$ cat src/rtl/partition_fit_allocator_unit_assert.svh
// assertion macros shared by the allocator rtl
`ifndef PARTITION_FIT_ALLOCATOR_UNIT_ASSERT_SVH
`define PARTITION_FIT_ALLOCATOR_UNIT_ASSERT_SVH

// antecedent implies consequent in the same cycle
`define PFA_ASSERT_IMPLY(label, clk, rst, ante, cons) \
   label: assert property (@(posedge clk) disable iff (rst) (ante) |-> (cons)) \
      else $error("allocator check failed");

// antecedent implies consequent in the cycle after
`define PFA_ASSERT_NEXT(label, clk, rst, ante, cons) \
   label: assert property (@(posedge clk) disable iff (rst) (ante) |=> (cons)) \
      else $error("allocator check failed");

`endif

$ cat src/rtl/pfa_pkg.sv
// types and codes of the partition fit allocator
package pfa_pkg;

   localparam logic [1:0] OP_LOAD    = 2'd0;
   localparam logic [1:0] OP_RESTORE = 2'd1;
   localparam logic [1:0] OP_ALLOC   = 2'd2;

   localparam logic [1:0] POLICY_FIRST = 2'd0;
   localparam logic [1:0] POLICY_BEST  = 2'd1;
   localparam logic [1:0] POLICY_WORST = 2'd2;

   localparam logic [1:0] STATUS_ACK    = 2'd0;
   localparam logic [1:0] STATUS_PLACED = 2'd1;
   localparam logic [1:0] STATUS_WAIT   = 2'd2;

   localparam int CSR_INDEX_W = 1;
   localparam int CSR_DATA_W  = 5;

   localparam logic [CSR_INDEX_W-1:0] CSR_BLOCKS_IN_USE = 1'd0;
   localparam logic [CSR_INDEX_W-1:0] CSR_FIT_POLICY    = 1'd1;

   localparam int INDEX_FIELD_W  = 4;
   localparam int AMOUNT_FIELD_W = 16;

   typedef struct packed {
      logic       clear;
      logic       sample;
      logic [1:0] policy;
   } fit_ctl_type;

endpackage

$ cat src/rtl/partition_fit_allocator_unit.sv
// top level of the partition fit allocator
//
//  group  direction  beat carries
//  req_   in         tuser opcode, tdata block_index and amount
//  rsp_   out        tuser status, tdata granted, chosen_block, free_before
//  csr_   in         register index and write data
//
// load and unused opcodes go straight to finish; restore sweeps the first N entries and
// allocate sweeps them and then commits, where N is the clamped block count;
// the single read port of each block memory is swept one entry per cycle, so the
// scan length sets the rate.
// reset clears entry valid bits at once; no clearing pass is needed.
// a finished result waits in the output register while the next beat is accepted;
// finish holds while that register is still full and rsp_tready is low.
module partition_fit_allocator_unit #(
   parameter int BLOCKS    = 16,
   parameter int SIZE_BITS = 16
) (
   input  logic                              clock,
   input  logic                              reset,
   input  logic                              req_tvalid,
   output logic                              req_tready,
   input  logic [23:0]                       req_tdata,  // block_index, amount
   input  logic [1:0]                        req_tuser,  // opcode
   output logic                              rsp_tvalid,
   input  logic                              rsp_tready,
   output logic [23:0]                       rsp_tdata,  // granted, chosen_block, free_before
   output logic [1:0]                        rsp_tuser,  // status
   input  logic                              csr_valid,
   output logic                              csr_ready,
   input  logic [pfa_pkg::CSR_INDEX_W-1:0]   csr_index,
   input  logic [pfa_pkg::CSR_DATA_W-1:0]    csr_data
);

   `include "partition_fit_allocator_unit_assert.svh"

   localparam int IDX_W = (BLOCKS > 1) ? $clog2(BLOCKS) : 1;
   localparam int CNT_W = $clog2(BLOCKS + 1);

   localparam logic [2:0] ST_IDLE    = 3'd0;
   localparam logic [2:0] ST_RESTORE = 3'd1;
   localparam logic [2:0] ST_SCAN    = 3'd2;
   localparam logic [2:0] ST_COMMIT  = 3'd3;
   localparam logic [2:0] ST_FINISH  = 3'd4;

   logic [SIZE_BITS-1:0] orig_mem [BLOCKS];
   logic [SIZE_BITS-1:0] free_mem [BLOCKS];
   logic [SIZE_BITS-1:0] orig_rd_ff;
   logic [SIZE_BITS-1:0] free_rd_ff;
   logic [BLOCKS-1:0]    orig_valid_ff, orig_valid_in;
   logic [BLOCKS-1:0]    free_valid_ff, free_valid_in;

   logic [2:0]           state_ff, state_in;
   logic [4:0]           blocks_ff, blocks_in;
   logic [1:0]           policy_ff, policy_in;
   logic [CNT_W-1:0]     cnt_ff, cnt_in;
   logic [IDX_W-1:0]     tag_ff, tag_in;
   logic                 pend_ff, pend_in;
   logic [SIZE_BITS-1:0] amt_ff, amt_in;
   logic [1:0]           status_ff, status_in;
   logic                 rsp_valid_ff, rsp_valid_in;
   logic [1:0]           rsp_status_ff, rsp_status_in;
   logic [3:0]           rsp_pick_ff, rsp_pick_in;
   logic [15:0]          rsp_before_ff, rsp_before_in;

   logic                 orig_we;
   logic                 free_we;
   logic [IDX_W-1:0]     free_waddr;
   logic [SIZE_BITS-1:0] free_wdata;
   logic [IDX_W-1:0]     rd_addr;
   logic [IDX_W-1:0]     load_addr;
   logic [SIZE_BITS-1:0] req_amount;
   logic [SIZE_BITS-1:0] free_cur;
   logic [SIZE_BITS-1:0] orig_cur;
   logic [CNT_W-1:0]     lim;
   logic                 issue;
   logic                 req_fire;
   logic                 load_ok;
   logic                 out_free;

   pfa_pkg::fit_ctl_type fit_ctl;
   logic                 fit_found;
   logic [IDX_W-1:0]     fit_pick;
   logic [SIZE_BITS-1:0] fit_left;
   logic [SIZE_BITS-1:0] fit_before;

   assign csr_ready  = 1'b1;
   assign req_tready = state_ff == ST_IDLE;
   assign req_fire   = req_tvalid && req_tready;
   assign out_free   = !rsp_valid_ff || rsp_tready;

   assign lim        = (32'(blocks_ff) > BLOCKS) ? CNT_W'(BLOCKS) : CNT_W'(blocks_ff);
   assign issue      = cnt_ff < lim;
   assign rd_addr    = cnt_ff[IDX_W-1:0];
   assign load_addr  = IDX_W'(req_tdata[3:0]);
   assign load_ok    = 32'(req_tdata[3:0]) < BLOCKS;
   assign req_amount = SIZE_BITS'(req_tdata[19:4]);
   assign free_cur   = free_valid_ff[tag_ff] ? free_rd_ff : '0;
   assign orig_cur   = orig_valid_ff[tag_ff] ? orig_rd_ff : '0;

   pfa_fit_track #(
      .IDX_W     (IDX_W),
      .SIZE_BITS (SIZE_BITS)
   ) u_track (
      .clock       (clock),
      .reset       (reset),
      .ctl         (fit_ctl),
      .cand_idx    (tag_ff),
      .cand_free   (free_cur),
      .amount      (amt_ff),
      .found       (fit_found),
      .pick        (fit_pick),
      .pick_left   (fit_left),
      .pick_before (fit_before)
   );

   always_comb begin
      state_in      = state_ff;
      blocks_in     = blocks_ff;
      policy_in     = policy_ff;
      cnt_in        = cnt_ff;
      tag_in        = tag_ff;
      pend_in       = 1'b0;
      amt_in        = amt_ff;
      status_in     = status_ff;
      rsp_valid_in  = rsp_valid_ff && !rsp_tready;
      rsp_status_in = rsp_status_ff;
      rsp_pick_in   = rsp_pick_ff;
      rsp_before_in = rsp_before_ff;
      orig_valid_in = orig_valid_ff;
      free_valid_in = free_valid_ff;
      orig_we       = 1'b0;
      free_we       = 1'b0;
      free_waddr    = load_addr;
      free_wdata    = req_amount;
      fit_ctl       = '{clear: 1'b0, sample: 1'b0, policy: policy_ff};

      if (csr_valid && csr_ready) begin
         unique case (csr_index)
            pfa_pkg::CSR_BLOCKS_IN_USE: blocks_in = csr_data;
            pfa_pkg::CSR_FIT_POLICY:    policy_in = csr_data[1:0];
            default:                    blocks_in = blocks_ff;
         endcase
      end

      unique case (state_ff)
         ST_IDLE: begin
            cnt_in = '0;
            amt_in = req_amount;
            if (req_fire) begin
               status_in = pfa_pkg::STATUS_ACK;
               unique case (req_tuser)
                  pfa_pkg::OP_RESTORE: state_in = ST_RESTORE;
                  pfa_pkg::OP_ALLOC: begin
                     fit_ctl.clear = 1'b1;
                     state_in      = ST_SCAN;
                  end
                  pfa_pkg::OP_LOAD: begin
                     orig_we = load_ok;
                     free_we = load_ok;
                     if (load_ok) begin
                        orig_valid_in[load_addr] = 1'b1;
                        free_valid_in[load_addr] = 1'b1;
                     end
                     state_in = ST_FINISH;
                  end
                  default: state_in = ST_FINISH;
               endcase
            end
         end
         ST_RESTORE: begin
            if (issue) begin
               cnt_in  = cnt_ff + 1'b1;
               tag_in  = rd_addr;
               pend_in = 1'b1;
            end
            if (pend_ff) begin
               free_we               = 1'b1;
               free_waddr            = tag_ff;
               free_wdata            = orig_cur;
               free_valid_in[tag_ff] = 1'b1;
            end
            if (!issue && !pend_ff) begin
               state_in = ST_FINISH;
            end
         end
         ST_SCAN: begin
            if (issue) begin
               cnt_in  = cnt_ff + 1'b1;
               tag_in  = rd_addr;
               pend_in = 1'b1;
            end
            fit_ctl.sample = pend_ff;
            if (!issue && !pend_ff) begin
               state_in = ST_COMMIT;
            end
         end
         ST_COMMIT: begin
            if (fit_found) begin
               free_we                 = 1'b1;
               free_waddr              = fit_pick;
               free_wdata              = fit_left;
               free_valid_in[fit_pick] = 1'b1;
               status_in               = pfa_pkg::STATUS_PLACED;
            end else begin
               status_in = pfa_pkg::STATUS_WAIT;
            end
            state_in = ST_FINISH;
         end
         ST_FINISH: begin
            if (out_free) begin
               rsp_valid_in  = 1'b1;
               rsp_status_in = status_ff;
               if (status_ff == pfa_pkg::STATUS_PLACED) begin
                  rsp_pick_in   = 4'(fit_pick);
                  rsp_before_in = 16'(fit_before);
               end else begin
                  rsp_pick_in   = '0;
                  rsp_before_in = '0;
               end
               state_in = ST_IDLE;
            end
         end
         default: state_in = ST_IDLE;
      endcase
   end

   always_ff @(posedge clock) begin
      if (orig_we) begin
         orig_mem[load_addr] <= req_amount;
      end
      orig_rd_ff <= orig_mem[rd_addr];
   end

   always_ff @(posedge clock) begin
      if (free_we) begin
         free_mem[free_waddr] <= free_wdata;
      end
      free_rd_ff <= free_mem[rd_addr];
   end

   always_ff @(posedge clock) begin
      if (reset) begin
         state_ff      <= ST_IDLE;
         blocks_ff     <= '0;
         policy_ff     <= pfa_pkg::POLICY_FIRST;
         pend_ff       <= 1'b0;
         rsp_valid_ff  <= 1'b0;
         orig_valid_ff <= '0;
         free_valid_ff <= '0;
      end else begin
         state_ff      <= state_in;
         blocks_ff     <= blocks_in;
         policy_ff     <= policy_in;
         pend_ff       <= pend_in;
         rsp_valid_ff  <= rsp_valid_in;
         orig_valid_ff <= orig_valid_in;
         free_valid_ff <= free_valid_in;
      end
      cnt_ff        <= cnt_in;
      tag_ff        <= tag_in;
      amt_ff        <= amt_in;
      status_ff     <= status_in;
      rsp_status_ff <= rsp_status_in;
      rsp_pick_ff   <= rsp_pick_in;
      rsp_before_ff <= rsp_before_in;
   end

   assign rsp_tvalid = rsp_valid_ff;
   assign rsp_tuser  = rsp_status_ff;
   assign rsp_tdata  = {3'b000, rsp_before_ff, rsp_pick_ff,
                        rsp_status_ff == pfa_pkg::STATUS_PLACED};

   `PFA_ASSERT_NEXT(a_busy_after_beat, clock, reset, req_fire, state_ff != ST_IDLE)
   `PFA_ASSERT_IMPLY(a_scan_in_range, clock, reset,
      (state_ff == ST_SCAN || state_ff == ST_RESTORE) && issue, 32'(rd_addr) < BLOCKS)
   `PFA_ASSERT_IMPLY(a_pick_consistent, clock, reset, fit_found, fit_left <= fit_before)
   `PFA_ASSERT_IMPLY(a_refused_is_empty, clock, reset,
      rsp_valid_ff && rsp_status_ff != pfa_pkg::STATUS_PLACED,
      rsp_pick_ff == 4'd0 && rsp_before_ff == 16'd0)

endmodule

$ cat src/rtl/pfa_fit_track.sv
// keeps the candidate block chosen by the fit policy during an allocation scan
module pfa_fit_track #(
   parameter int IDX_W     = 4,
   parameter int SIZE_BITS = 16
) (
   input  logic                  clock,
   input  logic                  reset,
   input  pfa_pkg::fit_ctl_type  ctl,
   input  logic [IDX_W-1:0]      cand_idx,
   input  logic [SIZE_BITS-1:0]  cand_free,
   input  logic [SIZE_BITS-1:0]  amount,
   output logic                  found,
   output logic [IDX_W-1:0]      pick,
   output logic [SIZE_BITS-1:0]  pick_left,
   output logic [SIZE_BITS-1:0]  pick_before
);

   logic                 found_ff, found_in;
   logic [IDX_W-1:0]     pick_ff, pick_in;
   logic [SIZE_BITS-1:0] left_ff, left_in;
   logic [SIZE_BITS-1:0] before_ff, before_in;
   logic                 fits;
   logic                 better;
   logic                 take;
   logic [SIZE_BITS-1:0] left;

   always_comb begin
      fits = cand_free >= amount;
      left = cand_free - amount;
      unique case (ctl.policy)
         pfa_pkg::POLICY_BEST:  better = left < left_ff;
         pfa_pkg::POLICY_WORST: better = left > left_ff;
         default:               better = 1'b0;
      endcase
      take = ctl.sample && fits && (!found_ff || better);

      found_in  = found_ff;
      pick_in   = pick_ff;
      left_in   = left_ff;
      before_in = before_ff;
      if (ctl.clear) begin
         found_in = 1'b0;
      end else if (take) begin
         found_in  = 1'b1;
         pick_in   = cand_idx;
         left_in   = left;
         before_in = cand_free;
      end
   end

   always_ff @(posedge clock) begin
      if (reset) begin
         found_ff <= 1'b0;
      end else begin
         found_ff <= found_in;
      end
      pick_ff   <= pick_in;
      left_ff   <= left_in;
      before_ff <= before_in;
   end

   assign found       = found_ff;
   assign pick        = pick_ff;
   assign pick_left   = left_ff;
   assign pick_before = before_ff;

endmodule
$ cat config.mk
export PLATFORM = sky130hd
export DESIGN_NAME = partition_fit_allocator_unit
export DESIGN_NICKNAME = d
export VERILOG_FILES = /design/src/rtl/pfa_pkg.sv /design/src/rtl/partition_fit_allocator_unit.sv /design/src/rtl/pfa_fit_track.sv
export VERILOG_INCLUDE_DIRS = /design/src /design/src/rtl
export SDC_FILE = /design/constraint.sdc
export NUM_CORES = 1
export LEC_CHECK = 0
export ABC_CLOCK_PERIOD_IN_PS = 7800
export BUFFER_PORTS_ARGS = -buffer_cell sky130_fd_sc_hd__buf_2
export CAP_MARGIN = 10
export CORE_ASPECT_RATIO = 2
export CORE_MARGIN = 2
export CORE_UTILIZATION = 40
export CTS_BUF_LIST = sky130_fd_sc_hd__clkbuf_8
export DETAILED_ROUTE_END_ITERATION = 8
export RECOVER_POWER = 100
export SLEW_MARGIN = 20
export SYNTH_ARGS = -nofsm -noshare
export SYNTH_HDL_FRONTEND = slang
export SYNTH_SLANG_ARGS = --single-unit
export TNS_END_PERCENT = 50
$ cat constraint.sdc
create_clock -name clock -period 7.8 [get_ports clock]
set_input_delay 1.56 -clock clock [delete_from_list [all_inputs] [get_ports clock]]
set_output_delay 1.56 -clock clock [all_outputs]
set_load 0.03 [all_outputs]
# == After elaboration in Yosys (flattened, before gate mapping) ==
# Memories as Yosys holds them, arrays and structs flattened. A register that Yosys moved wholly into a read port is not among the register bits.
# Cells that the tools add are included.
# classes
mux,53
n_bitwise,7
n_addsub,2
eq_ne,18
n_reduce_logical,33
magnitude_cmp,11
# op_table
cell,n
two-way mux 16 bit,8
bitwise OR 16 bit,4
case mux 16 bit (3 select lines),1
case mux 16 bit (2 select lines),1
two-way mux 1 bit,21
greater-or-equal comparator 16 bit,1
> comparator 16 bit,1
< comparator 16 bit,1
subtractor 16 bit,1
< comparator 4 x 5 -> 1 bit (second input constant),3
case mux 3 bit (5 select lines),1
AND reduction 2 bit,7
demux 1 bit (select 4 bit),3
greater-or-equal comparator 4 x 1 -> 1 bit (second input constant),3
two-way mux 3 bit,4
two-way mux 5 bit,2
case mux 5 bit (2 select lines),1
binary-select mux 1 bit (select 4 bit),2
equality test 2 x 1 -> 1 bit (second input constant),4
logical AND 1 bit,8
two-way mux 4 bit,2
inequality test 2 x 1 -> 1 bit (second input constant),4
inequality test 2 bit (second input constant),4
case mux 4 bit (2 select lines),1
other kinds (23),36
# word_totals
in_bits,37
word_cells,144
out_inout_bits,29
mem_count,2
ramBits,512
regBits,130
# memory_table
name,words,width,rd,rd_ports_with_merged_regs,write_ports,line_no,text
free_mem,16,16,1,1,1,partition_fit_allocator_unit.sv:47,logic [SIZE_BITS-1:0] free_mem [BLOCKS];
orig_mem,16,16,1,1,1,partition_fit_allocator_unit.sv:46,logic [SIZE_BITS-1:0] orig_mem [BLOCKS];

# == Longest topological paths before layout ==
# depth
depth_word,9
depth_mapped,20
ltp_nobuf,18

# == By module ==
# A second synthesis with hierarchy kept.
# hier_totals
hier_cells,1533
area_unflattened_um2,27147.3
# modules_own_cells
module,area_each_um2,instances,seq_area_each_um2,cells_each
partition_fit_allocator_unit,24643.6,1,18367.6,1294
pfa_fit_track,2503.7,1,1101.1,239

# == Worst setup path after synthesis ==
# Ideal clock, no wire load.
# synth_timing
kind,reg2reg
from,register tag_ff[0]
to,"register u_track.pick_ff[0] (netlist: u_track.pick[0]), enable pin"
period_less_slack_ps,7703
arrival_time_ps,7215
required_time_ps,7311
stages_incl_launch_ff,18
path_slack_ps,97
n_path_buf,2
setup_time_ps,489
path_cell_list,edfxtp_1 buf_6 mux4_1 mux4_2 clkbuf_1 and2_1 ha_1 nor2b_1 o31a_1 o31ai_1 o21ai_0 a21oi_1 xnor2_1 ha_1 nand4_1 a2111o_1 a31o_2 a221oi_1
# synth_between
elab_chain_cells,9
word_cells_on_any_way,12
cone_classes,add/sub (1); order compare (3); mux (4); reduce/logical (4)
# synth_lines
item,line_no,text
"start, declared",partition_fit_allocator_unit.sv:57,"logic [IDX_W-1:0] tag_ff, tag_in;"
"start signal, assigned",partition_fit_allocator_unit.sv:261,tag_ff <= tag_in;
binary-select mux 1 bit (select 4 bit) (*),partition_fit_allocator_unit.sv:98,assign free_cur = free_valid_ff[tag_ff] ? free_rd_ff : '0;
two-way mux 1 bit (not written as such) (*),partition_fit_allocator_unit.sv:98,
two-way mux 16 bit (*),partition_fit_allocator_unit.sv:98,
via free_cur[1],partition_fit_allocator_unit.sv:73,logic [SIZE_BITS-1:0] free_cur;
subtractor 16 bit (*),pfa_fit_track.sv:29,left = cand_free - amount;
via u_track.left[13],pfa_fit_track.sv:25,logic [SIZE_BITS-1:0] left;
> comparator 16 bit or < comparator 16 bit (tied branches),"pfa_fit_track.sv:32, pfa_fit_track.sv:31",
case mux 1 bit (2 select lines) (*),pfa_fit_track.sv:30,unique case (ctl.policy)
logical OR 1 bit (*),pfa_fit_track.sv:35,take = ctl.sample && fits && (!found_ff || better);
logical AND 1 bit (*),pfa_fit_track.sv:35,
AND reduction 2 bit (no line) (*),--,
"end signal, assigned",pfa_fit_track.sv:57,pick_ff <= pick_in;
"end, declared",pfa_fit_track.sv:19,"logic [IDX_W-1:0] pick_ff, pick_in;"
# The timed path passes the listed nets; every way through them passes the cells marked *. The select of a mux whose other input is x is not followed.
# A chain may end at the register's enable or synchronous reset.

# == Final worst setup path ==
# layout_timing
from,register tag_ff[0]
to,"register u_track.before_ff[14] (netlist: u_track.pick_before[14]), enable pin"
# layout_between
elab_chain_cells,9
word_cells_on_any_way,12
cone_classes,add/sub (1); order compare (3); mux (4); reduce/logical (4)
# layout_lines
item,line_no,text
binary-select mux 1 bit (select 4 bit) (*),partition_fit_allocator_unit.sv:98,
two-way mux 1 bit (not written as such) (*),partition_fit_allocator_unit.sv:98,
two-way mux 16 bit (*),partition_fit_allocator_unit.sv:98,
via free_cur[1],partition_fit_allocator_unit.sv:73,
subtractor 16 bit (*),pfa_fit_track.sv:29,
via u_track.left[13],pfa_fit_track.sv:25,
> comparator 16 bit or < comparator 16 bit (tied branches),"pfa_fit_track.sv:32, pfa_fit_track.sv:31",
case mux 1 bit (2 select lines) (*),pfa_fit_track.sv:30,
logical OR 1 bit (*),pfa_fit_track.sv:35,
logical AND 1 bit (*),pfa_fit_track.sv:35,
AND reduction 2 bit (no line) (*),--,
"end signal, assigned",pfa_fit_track.sv:59,before_ff <= before_in;
"end, declared",pfa_fit_track.sv:21,"logic [SIZE_BITS-1:0] before_ff, before_in;"
# Marked as above.

==> PnR_summary.wiki <==
{| class="wikitable"
! Metric !! Value
|-
| IR Drop Worst-Case VDD || about 0.36 mV
|-
| Outcome || finished, violations left
|-
| CP Max Fanout || 21
|-
| DRT met1 WL || 24.8 mm
|-
| Slew at the pin with the worst max-slew slack || 4.42 ns
|-
| Final Core Density || 0.448
|-
| Worst Setup EP || u_track.pick_before[14]
|-
| Synth Area in Compound Gates || 0.0693
|-
| Number of resized instances in the post-cts repair step || 0
|-
| Ratio of total power to cell area || 293 nW/µm²
|-
| Via density per instance || 5.52
|-
| Clock edge transition at the registers on the reported setup and hold paths || 0.06 ns
|-
| Unrepaired setup endpoints after global routing || no
|-
| Row Count || between 100 and 150
|-
| H-tree levels || 3
|-
| HP Class || reg2reg
|-
| Maximum clock path buffer count || 3
|-
| Worst EP required || 8.13 ns
|-
| Simple-gate share of the synthesized area || 0.0478
|-
| Routed length on met2 || 37.6 mm
|-
| Via count || about 15000
|-
| Width of the chip || 188 µm
|-
| Most frequent cell after synthesis || edfxtp_1
|-
| Share of the synthesized netlist area taken by xor and xnor gates || 0.00552
|-
| Detailed-route DRC error count || 0
|-
| First-pass GRT wire length || roughly 100 mm
|-
| Origin of the worst setup path || tag_ff[0]
|-
| Sequential fraction of the synthesis area || 0.722
|-
| Final hold violations || 0
|-
| Count of synthesis-stage warnings from yosys || 0
|-
| Worst EP arrival || 7.05 ns
|-
| Average wire per standard cell || 25.5 µm
|-
| Clock tree from TritonCTS || done
|-
| Element type at the critical path start || register
|-
| Area inside the core boundary || roughly 67000 µm²
|-
| Number of enable-type register cells in the synthesized netlist || 597
|-
| Cell type contributing the most total cell area after synthesis || edfxtp_1
|-
| Max-slew violation total from the final report || 739
|-
| Number of buffers inserted during clock tree synthesis || 90
|-
| Routability congestion estimate from global placement || roughly 0.85
|-
| Initial antenna violation count || 4
|-
| Sinks on the clock net || 674
|-
| Number of global-route vias before repair || 15594
|-
| Netlist area before placement || ~27000 µm²
|-
| Count of endpoints failing setup in the final report || 0
|-
| Fin crit share || 0.862
|-
| Hold depth || 0
|-
| Endpoint type of the worst setup path || register
|-
| Dpl hpwl || 41.0 mm
|-
| Count of cells along the worst register-to-register path || 18
|-
| Die outline height || 371 µm
|-
| Ranking of synthesized cells by instance count || 597 x edfxtp_1, 107 x mux2i_1, 96 x nor2_1, 83 x nand2_1, 77 x dfxtp_1
|-
| Post-CTS Setup Inserts || 0
|-
| Synth top area cells || edfxtp_1 67%, dfxtp_1 5.7%, mux4_2 5.6%
|-
| Fraction of synthesis flops using an asynchronous set or reset pin || 0
|-
| Number of unique standard cell types used by synthesis || 67
|-
| Portion of synthesized cell area occupied by the leading cell type || 0.665
|-
| Worst reg2reg setup slack || 1.08 ns
|-
| Clock tree root buffer cell || clkbuf_8
|-
| Max-cap violations || 33
|-
| Multiplexer area fraction after synthesis || 0.113
|-
| Die ar. || 69600 µm²
|-
| Setup_tns || 0 ns
|-
| Highest metal layer used by the detailed router || met5
|-
| Ys flop type || edfxtp_1
|-
| Count of input and output buffers || 57
|-
| Number of detailed-route iterations in the first pass || 5
|-
| Remaining global-route overflow || 0
|-
| All-Layer GR Usage || 0.201
|-
| Violations in the final reports || capacitance limit, slew limit
|-
| Fraction of layout cells with a size suffix above 1 || 0.146
|-
| Boundary Pins || 66
|-
| End of the worst register-to-register path || u_track.pick_before[14]
|-
| Number of nets still failing antenna checks after routing || 0
|-
| FF-to-FF Start || tag_ff[0]
|-
| Class of the most critical setup path || reg2reg
|-
| Effective utilization at floorplan || 0.404
|-
| Total routed wirelength || 69.2 mm
|-
| Layout-stage area growth over the synthesis result || 10.9%
|-
| Gate Count Post-Synth || 1643
|-
| Final net count || 1831
|-
| Met3 WL || 3.35 mm
|-
| Maximum number of pins on one net before global-route repair || 100
|-
| Worst rel slew slack || -1.95
|-
| Max frequency || 149 MHz
|-
| Static leakage || between 10 and 15 nW
|-
| Fillers || 6001
|-
| Drt first-iter violations || 1130
|-
| Period minus WS final || 6.72 ns
|-
| Hold_buf cts || 0
|-
| Number of synthesized register bits || around 670
|-
| Later-pin clock latency in the skew report || between 0.7 and 0.8 ns
|-
| Post-Synth Adder-Cell Area || 0.0202
|-
| Synthesized area per cell || ~16 µm²
|-
| Combinational family with the most area after synthesis || multiplexers
|-
| Fin Clk Skew || ~0.03 ns
|}
[critical path: stages (launching register included)]
cell	delay [ns]
edfxtp_1	0.76
mux4_1	0.68
mux4_2	0.69
and2_0	0.31
ha_1	0.31
nor2b_1	0.15
o31a_1	0.28
o31ai_1	0.27
clkbuf_1	0.23
o21ai_0	0.13
a21oi_1	0.19
xnor2_1	0.16
ha_1	0.28
a21oi_1	0.16
nor2_1	0.06
a211oi_1	0.50
a41oi_1	0.29
a221oi_4	0.31
clkbuf_2	0.53
[sequential cells by signal, summed over array words and instances (netlist names), 5 cells and up]
signal	count
cnt_ff	5
free_mem	256
free_valid_ff	16
blocks_ff	5
orig_rd_ff	16
orig_valid_ff	16
rsp_before_ff	16
amt_ff	16
u_track.pick_before	16
u_track.pick_left	16
free_rd_ff	16
orig_mem	256
[area by class of cell]
| cell class | count | area, µm² | share of cell area |
|---|---|---|---|
| flip-flops and latches | 674 | 19500 | 0.651 |
| multi-input cells | 827 | 6970 | 0.233 |
| clock buffers | 95 | 1310 | 0.0437 |
| well taps | 884 | 1110 | 0.0370 |
| repair buffers | 97 | 450 | 0.0151 |
| clock inverters | 72 | 364 | 0.0122 |
| inverters | 61 | 229 | 0.00766 |
| diodes | 2 | 5.00 | 0.000167 |
[placed cells by master (no fill, tap or decap), drive strengths merged, types with 8 or more instances in the layout]
master,instances
a21o,8
a21oi,74
a221oi,33
a222oi,16
a22oi,35
and2,39
buf,25
clkbuf,167
clkinv,29
dfxtp,77
edfxtp,597
ha,42
inv,97
mux2,25
mux2i,107
mux4,74
nand2,83
nand2b,9
nand3,11
nor2,96
nor2b,10
nor3,9
o21ai,67
o21ba,12
xnor2,9
xor2,8
[per-stage QoR]
step                      instances  hold slack, ns  worst slack [ns]  power [mW]  cell area, µm²
after detailed placement       2543           0.432              1.51        6.29           28500
final                          2712           0.448              1.08        8.76           29900
after floorplan                1645           0.418            0.0966        5.62           27000
after global placement         2542           0.422              1.50        6.25           28500
after global routing           2712           0.462             0.666        9.12           29900
after CTS                      2710           0.445              1.45        8.80           30200
[worst min-delay path by stage]
stage	startpoint	endpoint	slack [ns]
2_1_floorplan	status_ff[0]	rsp_tuser[0]	0.42
3_3_place_gp	status_ff[0]	rsp_tuser[0]	0.42
3_5_place_dp	status_ff[0]	rsp_tuser[0]	0.43
4_1_cts	status_ff[0]	rsp_tuser[0]	0.45
5_1_grt	status_ff[0]	rsp_tuser[0]	0.46
6_report	status_ff[0]	rsp_tuser[0]	0.45
[power by group]
group	internal [mW]	switching (mW)
clock	1.20	1.33
combinational	0.777	1.15
sequential	4.15	0.152
total	6.13	2.63
[cells by family (layout without fill, tap and decap cells)]
logic type,Yosys count,count (layout)
DFF,674,674
and+or+nand+nor,279,279
AOI/OAI and AO/OA,278,278
muxes,206,206
buffers and inverters,144,325
adders and majority gates,43,43
xor gates and xnor gates,17,17
other,2,6
[layer usage]
metal,up-vias,global-route usage
met5,-,0
met4,2,0.108
met3,140,0.0320
met2,487,0.375
met1,7707,0.217
li1,6622,-
No activity file was read; power rests on OpenSTA's default activity.
